==> src/hdl/plst_pkg.sv <==
// ----------------------------------------------------------------------------
// plst_pkg
// Shared types and codes for the positional list store: action and status
// codes, and the control word that is broadcast to every storage cell.
// ----------------------------------------------------------------------------
package plst_pkg;

    localparam int DEF_CAPACITY = 16;
    localparam int WORD_W       = 32;
    localparam int INDEX_W      = 8;
    localparam int COUNT_W      = 5;

    typedef enum logic [1:0] {
        ACT_READ   = 2'd0,
        ACT_INSERT = 2'd1,
        ACT_REMOVE = 2'd2
    } action_t;

    typedef enum logic [1:0] {
        ST_OK    = 2'd0,
        ST_EMPTY = 2'd1,
        ST_FULL  = 2'd2
    } status_t;

    typedef struct packed {
        logic    wr_en;
        action_t action;
    } cell_ctrl_t;

endpackage

==> src/hdl/positional_list_store.sv <==
// ----------------------------------------------------------------------------
// positional_list_store
// Ordered list of signed words addressed by position, held in a row of
// cells. Read, insert before, or remove at a clamped index; each word in
// gives one word out with status and element count.
// ----------------------------------------------------------------------------
//  channel | ports                              | direction
//  s_      | s_action, s_index, s_value         | in,  valid/ready
//  m_      | m_data, m_status, m_count          | out, valid/ready
//
//  One word per cycle while s_ready is high: every cell shifts, loads
//  or holds in the accepting cycle, and the result lands in the output
//  register at the same edge, where m_valid is also set.
//  s_ready is high whenever the output register is empty or being taken.
//  Reset empties the list; cell contents are undefined until written.
// ----------------------------------------------------------------------------
module positional_list_store #(
    parameter int CAPACITY = plst_pkg::DEF_CAPACITY
) (
    input  logic                                   aclk,
    input  logic                                   aresetn,
    input  logic                                   s_valid,
    output logic                                   s_ready,
    input  logic [1:0]                             s_action,
    input  logic signed [plst_pkg::INDEX_W-1:0]    s_index,
    input  logic signed [plst_pkg::WORD_W-1:0]     s_value,
    output logic                                   m_valid,
    input  logic                                   m_ready,
    output logic signed [plst_pkg::WORD_W-1:0]     m_data,
    output logic [1:0]                             m_status,
    output logic [plst_pkg::COUNT_W-1:0]           m_count
);

    localparam int LEN_W = $clog2(CAPACITY + 1);
    localparam int CMP_W = (LEN_W > plst_pkg::INDEX_W - 1) ? LEN_W : plst_pkg::INDEX_W - 1;
    localparam logic [LEN_W-1:0] CAP_LEN = LEN_W'(CAPACITY);

    logic [LEN_W-1:0]                   len_reg;
    logic [LEN_W-1:0]                   len_next;
    logic                               out_valid_reg;
    logic signed [plst_pkg::WORD_W-1:0] out_data_reg;
    logic signed [plst_pkg::WORD_W-1:0] out_data_next;
    plst_pkg::status_t                  out_status_reg;
    plst_pkg::status_t                  status_next;
    logic [plst_pkg::COUNT_W-1:0]       out_count_reg;

    logic                               accept;
    logic                               is_empty;
    logic                               is_full;
    logic [LEN_W-1:0]                   hi;
    logic [CMP_W-1:0]                   mag_ext;
    logic [CMP_W-1:0]                   hi_ext;
    logic [LEN_W-1:0]                   pos;
    logic signed [plst_pkg::WORD_W-1:0] sel_data;
    plst_pkg::cell_ctrl_t               ctrl;

    logic signed [plst_pkg::WORD_W-1:0] cell_data [CAPACITY+1];
    logic signed [plst_pkg::WORD_W-1:0] cell_rd   [CAPACITY];

    assign s_ready  = !out_valid_reg || m_ready;
    assign accept   = s_valid && s_ready;
    assign is_empty = (len_reg == '0);
    assign is_full  = (len_reg >= CAP_LEN);

    // clamp index into [0, hi]
    assign hi      = (s_action == plst_pkg::ACT_INSERT) ? len_reg : len_reg - LEN_W'(1);
    assign mag_ext = CMP_W'(s_index[plst_pkg::INDEX_W-2:0]);
    assign hi_ext  = CMP_W'(hi);

    always_comb begin
        if (s_index[plst_pkg::INDEX_W-1] || (s_index == '0)) begin
            pos = '0;
        end else if (mag_ext > hi_ext) begin
            pos = hi;
        end else begin
            pos = LEN_W'(mag_ext);
        end
    end

    always_comb begin
        sel_data = '0;
        for (int i = 0; i < CAPACITY; i++) begin
            sel_data = sel_data | cell_rd[i];
        end
    end

    always_comb begin
        status_next   = plst_pkg::ST_OK;
        out_data_next = '0;
        len_next      = len_reg;
        ctrl.wr_en    = 1'b0;
        ctrl.action   = plst_pkg::ACT_READ;
        case (s_action)
            plst_pkg::ACT_READ: begin
                if (is_empty) begin
                    status_next = plst_pkg::ST_EMPTY;
                end else begin
                    out_data_next = sel_data;
                end
            end
            plst_pkg::ACT_INSERT: begin
                if (is_full) begin
                    status_next = plst_pkg::ST_FULL;
                end else begin
                    ctrl.wr_en  = accept;
                    ctrl.action = plst_pkg::ACT_INSERT;
                    len_next    = len_reg + LEN_W'(1);
                end
            end
            plst_pkg::ACT_REMOVE: begin
                if (is_empty) begin
                    status_next = plst_pkg::ST_EMPTY;
                end else begin
                    out_data_next = sel_data;
                    ctrl.wr_en    = accept;
                    ctrl.action   = plst_pkg::ACT_REMOVE;
                    len_next      = len_reg - LEN_W'(1);
                end
            end
            default: begin
                status_next = plst_pkg::ST_OK;
            end
        endcase
    end

    assign cell_data[CAPACITY] = '0;

    for (genvar g = 0; g < CAPACITY; g++) begin : g_cell
        logic signed [plst_pkg::WORD_W-1:0] left_w;
        if (g == 0) begin : g_first
            assign left_w = '0;
        end else begin : g_rest
            assign left_w = cell_data[g-1];
        end
        plst_cell #(
            .IDX   (g),
            .POS_W (LEN_W)
        ) u_cell (
            .aclk       (aclk),
            .ctrl       (ctrl),
            .pos        (pos),
            .value      (s_value),
            .left_data  (left_w),
            .right_data (cell_data[g+1]),
            .data       (cell_data[g]),
            .rd_data    (cell_rd[g])
        );
    end

    always_ff @(posedge aclk) begin
        if (!aresetn) begin
            len_reg       <= '0;
            out_valid_reg <= 1'b0;
        end else begin
            if (accept) begin
                len_reg       <= len_next;
                out_valid_reg <= 1'b1;
            end else if (m_ready) begin
                out_valid_reg <= 1'b0;
            end
        end
    end

    always_ff @(posedge aclk) begin
        if (accept) begin
            out_data_reg   <= out_data_next;
            out_status_reg <= status_next;
            out_count_reg  <= plst_pkg::COUNT_W'(len_next);
        end
    end

    assign m_valid  = out_valid_reg;
    assign m_data   = out_data_reg;
    assign m_status = out_status_reg;
    assign m_count  = out_count_reg;

endmodule

==> src/hdl/plst_cell.sv <==
// ----------------------------------------------------------------------------
// plst_cell
// One storage cell of the list. Decides from the broadcast control word and
// the target position whether to hold, take its left neighbour, take its
// right neighbour or load the incoming word; offers its word when selected.
// ----------------------------------------------------------------------------
module plst_cell #(
    parameter int IDX   = 0,
    parameter int POS_W = 5
) (
    input  logic                                  aclk,
    input  plst_pkg::cell_ctrl_t                  ctrl,
    input  logic [POS_W-1:0]                      pos,
    input  logic signed [plst_pkg::WORD_W-1:0]    value,
    input  logic signed [plst_pkg::WORD_W-1:0]    left_data,
    input  logic signed [plst_pkg::WORD_W-1:0]    right_data,
    output logic signed [plst_pkg::WORD_W-1:0]    data,
    output logic signed [plst_pkg::WORD_W-1:0]    rd_data
);

    localparam logic [POS_W-1:0] MY_POS = POS_W'(IDX);

    logic signed [plst_pkg::WORD_W-1:0] data_reg;
    logic signed [plst_pkg::WORD_W-1:0] data_next;
    logic                               hit;

    assign hit = (pos == MY_POS);

    always_comb begin
        data_next = data_reg;
        if (ctrl.wr_en) begin
            case (ctrl.action)
                plst_pkg::ACT_INSERT: begin
                    if (hit) begin
                        data_next = value;
                    end else if (MY_POS > pos) begin
                        data_next = left_data;
                    end
                end
                plst_pkg::ACT_REMOVE: begin
                    if (MY_POS >= pos) begin
                        data_next = right_data;
                    end
                end
                default: begin
                    data_next = data_reg;
                end
            endcase
        end
    end

    always_ff @(posedge aclk) begin
        data_reg <= data_next;
    end

    assign data    = data_reg;
    assign rd_data = hit ? data_reg : '0;

endmodule

==> config.mk <==
export PLATFORM = sky130hd
export DESIGN_NAME = positional_list_store
export DESIGN_NICKNAME = d
export VERILOG_FILES = /design/src/hdl/plst_pkg.sv /design/src/hdl/positional_list_store.sv /design/src/hdl/plst_cell.sv
export SDC_FILE = /design/constraint.sdc
export NUM_CORES = 1
export LEC_CHECK = 0
export BUFFER_PORTS_ARGS = -buffer_cell sky130_fd_sc_hd__buf_2
export CAP_MARGIN = 20
export CORE_MARGIN = 3
export CORE_UTILIZATION = 30
export CTS_BUF_LIST = sky130_fd_sc_hd__clkbuf_4 sky130_fd_sc_hd__clkbuf_8 sky130_fd_sc_hd__clkbuf_16
export DETAILED_ROUTE_END_ITERATION = 8
export GPL_ROUTABILITY_DRIVEN = 0
export PLACE_DENSITY = 0.41
export REMOVE_ABC_BUFFERS = 1
export SLEW_MARGIN = 0
export SYNTH_ARGS = -nofsm -noshare
export SYNTH_HDL_FRONTEND = slang
export SYNTH_SLANG_ARGS = --single-unit
export TNS_END_PERCENT = 5
==> constraint.sdc <==
create_clock -name aclk -period 17.1 [get_ports aclk]
set_input_delay 2.565 -clock aclk [delete_from_list [all_inputs] [get_ports aclk]]
set_output_delay 2.565 -clock aclk [all_outputs]
set_load 0.03 [all_outputs]
* Yosys cells after proc, flatten, opt, wreduce, memory -nomap -nowiden *
Index checks and enable logic that the tools add are counted.
W data, S select, Z words.

storage, ports and cells
  bits in registers = 557
  input bits = 46
  output and inout bits = 41
  logic and storage cells = 246

cells by class
  add/sub/neg operators = 2
  order comparisons = 34
  eq/ne operators = 51
  muxes and demuxes = 94
  bitwise logic cells = 16
  reductions and logical operators = 28

operator list
  operator              number
  $mux W32              64
  $pmux W32 S2          16
  $or A32 B32 Y32       15
  $reduce_and A4 Y1     16
  $ne A3 B1 Y1 const B  16
  $eq A5 B4 Y1 const B  8
  $ge A4 B5 Y1 const A  8
  $gt A4 B5 Y1 const A  8
  $ne A2 B1 Y1 const B  16
  $mux W5               5
  $eq A5 B3 Y1 const B  4
  $ge A3 B5 Y1 const A  4
  $gt A3 B5 Y1 const A  4
  $eq A5 B2 Y1 const B  2
  $ge A1 B5 Y1 const A  2
  $ge A2 B5 Y1 const A  2
  $gt A1 B5 Y1 const A  2
  $gt A2 B5 Y1 const A  2
  $logic_not A5 Y1      2
  $pmux W5 S2           1
  $logic_not A8 Y1      1
  $gt A7 B5 Y1          1
  $mux W3               2
  $pmux W3 S2           1
  16 further kinds      23

* Logic depth before layout (Yosys ltp) *
Gate-level depths: netlist (run 1).

  depth after elaboration = 22
  gate-level depth with buffers = 20
  gate-level depth less buffers = 14

* Modules after synthesis *
A second synthesis (run 1) with hierarchy kept.

unflattened totals
  cell total of the unflattened synthesis = 3993
  area, all modules = 38140.3 um^2

by module, submodules not included
  module                         instances  cells each  area each (um^2)  seq. area each (um^2)
  positional_list_store          1          363         3354.5            1291.2
  plst_cell (g_cell[7].u_cell)   1          230         2509.9            960.9
  plst_cell (g_cell[15].u_cell)  1          228         2227.1            960.9
  plst_cell (g_cell[10].u_cell)  1          227         2224.6            960.9
  plst_cell (g_cell[13].u_cell)  1          225         2220.9            960.9
  plst_cell (g_cell[12].u_cell)  1          225         2219.6            960.9
  plst_cell (g_cell[6].u_cell)   1          227         2219.6            960.9
  plst_cell (g_cell[14].u_cell)  1          227         2217.1            960.9
  plst_cell (g_cell[8].u_cell)   1          226         2214.6            960.9
  plst_cell (g_cell[0].u_cell)   1          226         2210.9            960.9
  plst_cell (g_cell[11].u_cell)  1          228         2115.8            960.9
  plst_cell (g_cell[3].u_cell)   1          229         2100.8            960.9
  plst_cell (g_cell[9].u_cell)   1          225         2094.5            960.9
  plst_cell (g_cell[5].u_cell)   1          226         2088.3            960.9
  3 more rows                    -          -           -                 -

* Worst setup path before layout (run 1) *
OpenSTA, ideal clock, no wires.

  kind = input to register
  from = input s_action[1]
  to = register g_cell[10].u_cell.data_reg (netlist bit g_cell[10].u_cell.data[0]), enable pin
  setup time = 432 ps
  arrival = 7189 ps
  required time = 16668 ps
  path slack = 9479 ps
  stages = 15
  path buffers = 3
  cells stage by stage = inv_1 ha_1 buf_6 nor4b_2 xnor2_2 ha_1 a2111oi_4 nand3_1 buf_4 a2111oi_4 a32oi_1 nor2_4 buf_6 inv_1 a21oi_1

on the way
  cells in the longest elaborated chain, start to end = 8
  elaborated cells between the ends (all ways) = 16
  those cells by class = order compare: 3; eq/ne: 7; mux: 4; reduce/logical: 2

RTL lines
  item                                                           RTL line                                                  text
  from (decl)                                                    positional_list_store.sv:24                               input logic [1:0] s_action,
  $eq A2 B1 Y1                                                   positional_list_store.sv:66, positional_list_store.sv:93
  $mux W5                                                        positional_list_store.sv:66                               assign hi = (s_action == plst_pkg::ACT_INSERT) ? len_reg : len_reg - LEN_W'(1);
  $gt A7 B5 Y1                                                   positional_list_store.sv:73                               end else if (mag_ext > hi_ext) begin
  $mux W5                                                        positional_list_store.sv:73
  $mux W5                                                        positional_list_store.sv:71                               if (s_index[plst_pkg::INDEX_W-1] || (s_index == '0)) begin
  $gt A4 B5 Y1 (tied with other cells)                           plst_cell.sv:36                                           end else if (MY_POS > pos) begin
  $ne A3 B1 Y1 (no line) / $ne A2 B1 Y1 (equally long branches)  -
  $reduce_and A4 Y1 (no line) (*)                                -
  to (signal assigned)                                           plst_cell.sv:53                                           data_reg <= data_next;
  to (decl)                                                      plst_cell.sv:23                                           logic signed [plst_pkg::WORD_W-1:0] data_reg;

Every way passes the cells marked *; elsewhere a longest branch is shown, timed or not.
A chain may end at the register's enable or synchronous reset.

* Worst setup path after layout (run 1) *
Same ends and word-level chain as after synthesis.

==> results of run 1 <==
[final timing paths]
kind,from,to,slack [ns],depth (start not counted)
setup / recovery,s_action[1],g_cell[10].u_cell.data[0]$_DFFE_PP_,9.58,15
setup reg to reg,len_reg[0]$_SDFFE_PN0P_,g_cell[10].u_cell.data[0]$_DFFE_PP_,10.71,14
hold / removal,g_cell[15].u_cell.data[20]$_SDFFCE_PP0P_,g_cell[14].u_cell.data[20]$_DFFE_PP_,0.58,2
hold reg to reg,g_cell[15].u_cell.data[20]$_SDFFCE_PP0P_,g_cell[14].u_cell.data[20]$_DFFE_PP_,0.58,2
[cell usage after synthesis, drive strengths merged, types with 22 or more instances]
| cell type | n | share of area [%] |
|---|---|---|
| a22oi | 110 | 2.6 |
| edfxtp | 551 | 52 |
| a221oi | 53 | 1.5 |
| buf | 138 | 3.2 |
| nor2 | 38 | 0.60 |
| a22o | 36 | 0.99 |
| a222oi | 32 | 1.0 |
| o21ai | 498 | 7.8 |
| clkbuf | 139 | 1.6 |
| and3 | 23 | 0.47 |
| nand2 | 597 | 7.0 |
| a31oi | 24 | 0.54 |
| inv | 22 | 0.26 |
| a21oi | 77 | 1.2 |
| mux2i | 448 | 14 |
[critical path: cells and delay by family]
kind | cells | cell delay (ns)
buffers and inverters | 5 | 1.78
adder cells (fa/ha/maj) | 2 | 0.91
XOR/XNOR | 1 | 0.37
AO/OA/AOI/OAI | 4 | 1.38
AND/OR/NAND/NOR | 3 | 0.72
[logic make-up (layout without fill, tap and decap cells)]
kind of cell               Yosys count  in the layout  synth area share, %
other                                0              2                    0
xor gates and xnor gates             5              5                0.208
adders and majority gates           13             13                0.509
and+or+nand+nor                    735            735                 9.84
muxes                              449            449                 14.1
buffers and inverters              300            306                 5.09
AOI/OAI and AO/OA                  910            910                 18.1
DFF                                557            557                 52.1
[layer usage]
| metal | wire (um) | GRT usage, % | up-vias |
|---|---|---|---|
| li1 | - | - | 11100 |
| met1 | 54200 | 29.8 | 12500 |
| met2 | 53500 | 32.7 | 999 |
| met3 | 8560 | 3.79 | 194 |
| met4 | 3710 | 6.69 | 6 |
| met5 | 42 | 0 | - |
[stage by stage]
| step | setup slack (ns) | total power, mW |
|---|---|---|
| 3_5_place_dp | 8.95 | 1.97 |
| 2_1_floorplan | -5.30 | 1.85 |
| 6_report | 9.58 | 3.46 |
| 4_1_cts | 9.61 | 3.49 |
| 5_1_grt | 9.17 | 3.57 |
| 3_3_place_gp | 9.10 | 1.97 |
[final cells by class]
| class | instances | share of cell area, % |
|---|---|---|
| Antenna cell | 2 | 0.0140 |
| Clock inverter | 42 | 0.897 |
| Inverter | 23 | 0.242 |
| Multi-Input combinational cell | 2112 | 39.1 |
| Sequential cell | 557 | 46.7 |
| Timing Repair Buffer | 149 | 2.64 |
| Clock buffer | 92 | 5.57 |
| Tap cell | 1391 | 4.88 |
[power by group]
group / internal [mW] / leakage [nW] / switching (mW)
Sequential: 1.53 / 5.06 / 0.0175
Combinational: 0.119 / 4.72 / 0.280
Clock: 0.874 / 1.16 / 0.639
==> summary.md, run 1 <==
| Metric | Value |
|---|---|
| Worst slew margin | 26.2% |
| Detail Placement HPWL | 66400 um |
| Setup TNS | 0 ns |
| Wire per inst | ~27 um |
| Final slew viol count | 0 |
| ANT nets after route | 0 |
| Final core occ | between 30% and 40% |
| Hold Slack | 0.577 ns |
| Post-CTS setup buffer count | 0 |
| Clock period minus worst slack | 7.52 ns |
| CP cell instances | buf_2, inv_1, ha_1, nor4b_2, xnor2_2, ha_1, a2111oi_4, nand3_1, a2111oi_4, a32oi_1, nor2_4, buf_4, inv_1, a21oi_4, buf_4 |
| Leakage power | 10.9 nW |
| Ys async rst share | 0% |
| Die Ht | around 330 um |
| Pwr Density | between 90 and 100 nW/um^2 |
| Ys Warns | 0 |
| CTS tree | done |
| Max rail drop VDD | a little over 0.00006 V |
| Synth-to-layout area growth | 11.7% |
| Hold Path Class | register to register |
| First-pass GRT wire length | 174000 um |
| Placed cell areas | 33300 um^2 |
| Most frequent cells in the layout | 594 x nand2_1, 551 x edfxtp_1, 447 x mux2i_1, 327 x o21ai_0, 169 x o21ai_1 |
| # IOs | 87 |
| GRT Total Usage | 21.1% |
| CTS resizes | 0 |
| Die W | between 300 and 400 um |
| CTS Buf Count | 73 |
| Worst path max stage delay | between 0.7 and 0.8 ns |
| Synth unique cells | 87 |
| Design Area, Final | 35700 um^2 |
| Overflow left after global routing | 0 |
| CTS Buffer Depth | 3 |
| Drt first pass iters | 6 |
| Filler cells | roughly 11000 |
| Register Area | between 15000 and 20000 um^2 |
| # Max-Cap Violations | 0 |
| Row Count | approximately 120 |
| Sequential element share of the synthesized area | between 50% and 60% |
| EDFF count, synth | 551 |
| CP Class | input port to register |
| Worst setup SP type | input port |
| Setup skew after layout | 0.0263 ns |
| Worst-path clk slew | 0.06 ns |
| Remaining DRCs | 0 |
| Unrepaired setup endpoints after global routing | no |
| Initial Utilization | 30.3% |
| Gate Count Post-Synth | between 2000 and 3000 |
| Avg Inst Size Synth | approximately 11 um^2 |
| Critical Path RT | between 15 and 20 ns |
| Final setup violation count | 0 |
| Crit path DAT | 7.77 ns |
| Vias in the first global route | between 20000 and 25000 |
| Crit path max-delay cell type | buf_4 |
| Synthesized area | around 32000 um^2 |
| CP endpoint kind | register |
| Final Non-Filler Cells | 4368 |
| Clock root buffer | clkbuf_16 |
| Most common cell after layout, fill and taps aside | nand2_1 |
| Area of the multi-input gates | approximately 14000 um^2 |
| Commonest register cell after synthesis | edfxtp_1 |
| CP max FO | 35 |
| Final hold vios | 0 |
| Pin count of the biggest net entering global routing | between 100 and 150 |
| Initial antenna violation count | 9 |
| Max reg flops | 512 |
| Layout cells sized above 1 | 11.4% |
| Slew at the pin closest to its max-slew limit | 1.11 ns |
| Full die area | 110000 um^2 |
| Drt via density | between 5 and 6 |
| DR vias | around 25000 |
| Core Area | 106000 um^2 |
| Port buffer count | 86 |
| Final wirelength | 120000 um |
| Nets | 2975 |
| Hold Buf Count CTS | 0 |
| Flops & latches, synth | 557 |
| CTS Sinks | around 560 |
| Final Cycle Share | about 44% |
| DR iter-0 viols | around 2600 |
| CTS H-Tree Depth | 3 |
| Maximum clock frequency | roughly 130 MHz |
| Placed cells | approximately 4200 |
| Run status | completed |
| Clock latency on the worst-skew pair | 0.64 ns |
No activity file was read; power rests on OpenSTA's default activity.
==> run 2, diff against run 1 <==
--- a/config.mk
+++ b/config.mk
@@ -12,7 +12,7 @@
 export CTS_BUF_LIST = sky130_fd_sc_hd__clkbuf_4 sky130_fd_sc_hd__clkbuf_8 sky130_fd_sc_hd__clkbuf_16
 export DETAILED_ROUTE_END_ITERATION = 8
 export GPL_ROUTABILITY_DRIVEN = 0
-export PLACE_DENSITY = 0.41
+export PLACE_DENSITY = 0.43
 export REMOVE_ABC_BUFFERS = 1
 export SLEW_MARGIN = 0
 export SYNTH_ARGS = -nofsm -noshare
==> constraint.sdc (replaced) <==
create_clock -name aclk -period 6.67 [get_ports aclk]
set_input_delay 1.0005 -clock aclk [delete_from_list [all_inputs] [get_ports aclk]]
set_output_delay 1.0005 -clock aclk [all_outputs]
set_load 0.03 [all_outputs]
==> run 2 against run 1 <==
- clock power grew to 2.5 times the previous value
- routed wire length shrank 0.93%
- worst setup slack lost 8.5 ns
- worst hold slack lost 0.015 ns
- clock-buffer cell count grew 6
- global-route usage shrank 0.33 points
- register-to-register slack lost 9.7 ns
- critical path depth shrank 1
- total power grew to 2.6 times the previous value
- sequential share of layout area shrank 0.39 points
- highest routed layer unchanged
==> summary.md, run 2 (synthesis gave the netlist of run 1 again) <==
| Metric | Value |
|---|---|
| CTS Sinks | 557 (unchanged) |
| CTS Buf Count | 71 (-2.7%) |
| Layout cells sized above 1 | 11.5% (+0.14 points) |
| Setup TNS | 0 ns (unchanged) |
| Final Cycle Share | 84.1% |
| CTS resizes | 0 (unchanged) |
| Run status | completed |
| Most common cell after layout, fill and taps aside | nand2_1 |
| Worst slew margin | 15.2% (-11 points) |
| Full die area | 110000 um^2 (unchanged) |
| Row Count | 119 (unchanged) |
| Worst setup SP type | register |
| Final slew viol count | 0 (unchanged) |
| Placed cell areas | 33700 um^2 (+1.2%) |
| Critical Path RT | 6.92 ns (-10.42 ns) |
| Unrepaired setup endpoints after global routing | no |
| Port buffer count | 86 (unchanged) |
| Initial Utilization | 30.3% (unchanged) |
| Hold Path Class | register to register |
| Die W | 332 um (unchanged) |
| Most frequent cells in the layout | 594 x nand2_1, 551 x edfxtp_1, 447 x mux2i_1, 327 x o21ai_0, 169 x o21ai_1 |
| Clock root buffer | clkbuf_16 |
| Worst path max stage delay | 0.60 ns (-0.14 ns) |
| Clock period minus worst slack | 5.61 ns |
| CTS tree | done |
| Max rail drop VDD | 0.000160 V (+160%) |
| Die Ht | 332 um (unchanged) |
| Max reg flops | 512 (unchanged) |
| DR iter-0 viols | 2963 (+13%) |
| Post-CTS setup buffer count | 0 (unchanged) |
| Crit path DAT | 5.86 ns (-1.91 ns) |
| Overflow left after global routing | 0 (unchanged) |
| Remaining DRCs | 0 (unchanged) |
| Vias in the first global route | 24000 (-1.2%) |
| Synth-to-layout area growth | 12.6% |
| Drt first pass iters | 7 (+1) |
| Clock latency on the worst-skew pair | 0.63 ns (about the same) |
| CP endpoint kind | register |
| CP max FO | 32 (-8.6%) |
| CP Class | register to register |
| Hold Buf Count CTS | 0 (unchanged) |
| CP cell instances | clkinv_1, ha_1, nor4b_2, xnor2_2, ha_1, a2111oi_4, and3_1, nor2_4, and3_1, a21oi_1, a311oi_1, nor3_1, a21oi_4, buf_4 |
| Setup skew after layout | 0.0343 ns (+0.00798 ns) |
| GRT Total Usage | 20.8% (-0.33 points) |
| Initial antenna violation count | 8 (-1) |
| Leakage power | 11.0 nW (+0.78%) |
| Buffer and inverter count on the worst path | 2 (-3) |
| Worst-path clk slew | 0.07 ns (about the same) |
| Crit path max-delay family | simple AND/OR/NAND/NOR gates |
| Pwr Density | 245 nW/um^2 (+150%) |
| ANT nets after route | 0 (unchanged) |
| Filler cells | 10500 (-0.84%) |
| # IOs | 87 (unchanged) |
| Placed cells | 4240 (+0.24%) |
| First-pass GRT wire length | 171000 um (-1.9%) |
| Final wirelength | 119000 um (-0.93%) |
| Drt via density | 5.73 (+0.61%) |
| Detail Placement HPWL | 65300 um (-1.8%) |
| Final hold vios | 0 (unchanged) |
| Design Area, Final | 36000 um^2 (+0.84%) |
| Final setup violation count | 0 (unchanged) |
| CTS Buffer Depth | 3 (unchanged) |
| Pin count of the biggest net entering global routing | 282 (+120%) |
| Wire per inst | 27.2 um (-0.91%) |
| Nets | 2981 (+0.20%) |
| CTS H-Tree Depth | 3 (unchanged) |
| Core Area | 106000 um^2 (unchanged) |
| # Max-Cap Violations | 0 (unchanged) |
| Crit path max-delay cell type | dfxtp_1 |
| DR vias | 25000 (+0.58%) |
| Final Non-Filler Cells | 4367 (-0.023%) |
| Slew at the pin closest to its max-slew limit | 1.27 ns (+0.165 ns) |
| Maximum clock frequency | 178 MHz |
==> run 2: path summary, 6_finish.rpt <==
check	cells past startpoint	startpoint	to	slack (ns)
min reg2reg	2	g_cell[15].u_cell.data[6]$_SDFFCE_PP0P_	g_cell[14].u_cell.data[6]$_DFFE_PP_	0.56
min	2	g_cell[15].u_cell.data[6]$_SDFFCE_PP0P_	g_cell[14].u_cell.data[6]$_DFFE_PP_	0.56
max	14	len_reg[0]$_SDFFE_PN0P_	g_cell[6].u_cell.data[17]$_DFFE_PP_	1.06
max reg2reg	14	len_reg[0]$_SDFFE_PN0P_	g_cell[6].u_cell.data[17]$_DFFE_PP_	1.06
==> run 2: metal layers <==
layer	vias up	routed length, um	track usage [%]
met5	-	16	0
met2	1062	54200	32.8
li1	11100	-	-
met1	12600	53800	29.7
met3	177	7680	2.70
met4	2	3140	6.08
==> run 2: cell type report <==
| cell class | count | area [um^2] | area share (%) |
|---|---|---|---|
| well taps | 1391 | 1740 | 4.83 |
| flip-flops and latches | 557 | 16700 | 46.3 |
| clock buffers | 98 | 2070 | 5.74 |
| diodes | 3 | 7.51 | 0.0209 |
| multi-input cells | 2112 | 13900 | 38.8 |
| clock inverters | 26 | 180 | 0.501 |
| repair buffers | 157 | 1300 | 3.61 |
| inverters | 23 | 86.3 | 0.240 |
==> run 2: worst register-to-register path: stages, from the launching register on <==
cell       delay [ns]
dfxtp_1          0.60
clkinv_1         0.34
ha_1             0.41
nor4b_2          0.23
xnor2_2          0.37
ha_1             0.36
a2111oi_4        0.39
and3_1           0.44
nor2_4           0.15
and3_1           0.22
a21oi_1          0.48
a311oi_1         0.15
nor3_1           0.56
a21oi_4          0.10
buf_4            0.39
==> run 2: through the flow <==
stage / setup WS, ns / power [mW] / util, % / hold WS [ns]
after CTS: 1.13 / 8.92 / 34.1 / 0.568
after detailed placement: 0.925 / 5.07 / 32.0 / 0.555
after floorplan: -14.30 / 4.73 / - / 0.525
after global routing: 0.757 / 9.13 / 34.1 / 0.583
after global placement: 1.03 / 5.07 / 32.0 / 0.548
final: 1.06 / 8.83 / 34.1 / 0.562
==> run 2: report_power, final <==
part / switching, mW / internal, mW
Sequential: 0.0438 / 3.92
Clock: 1.58 / 2.24
Combinational: 0.722 / 0.329
Total: 2.34 / 6.49
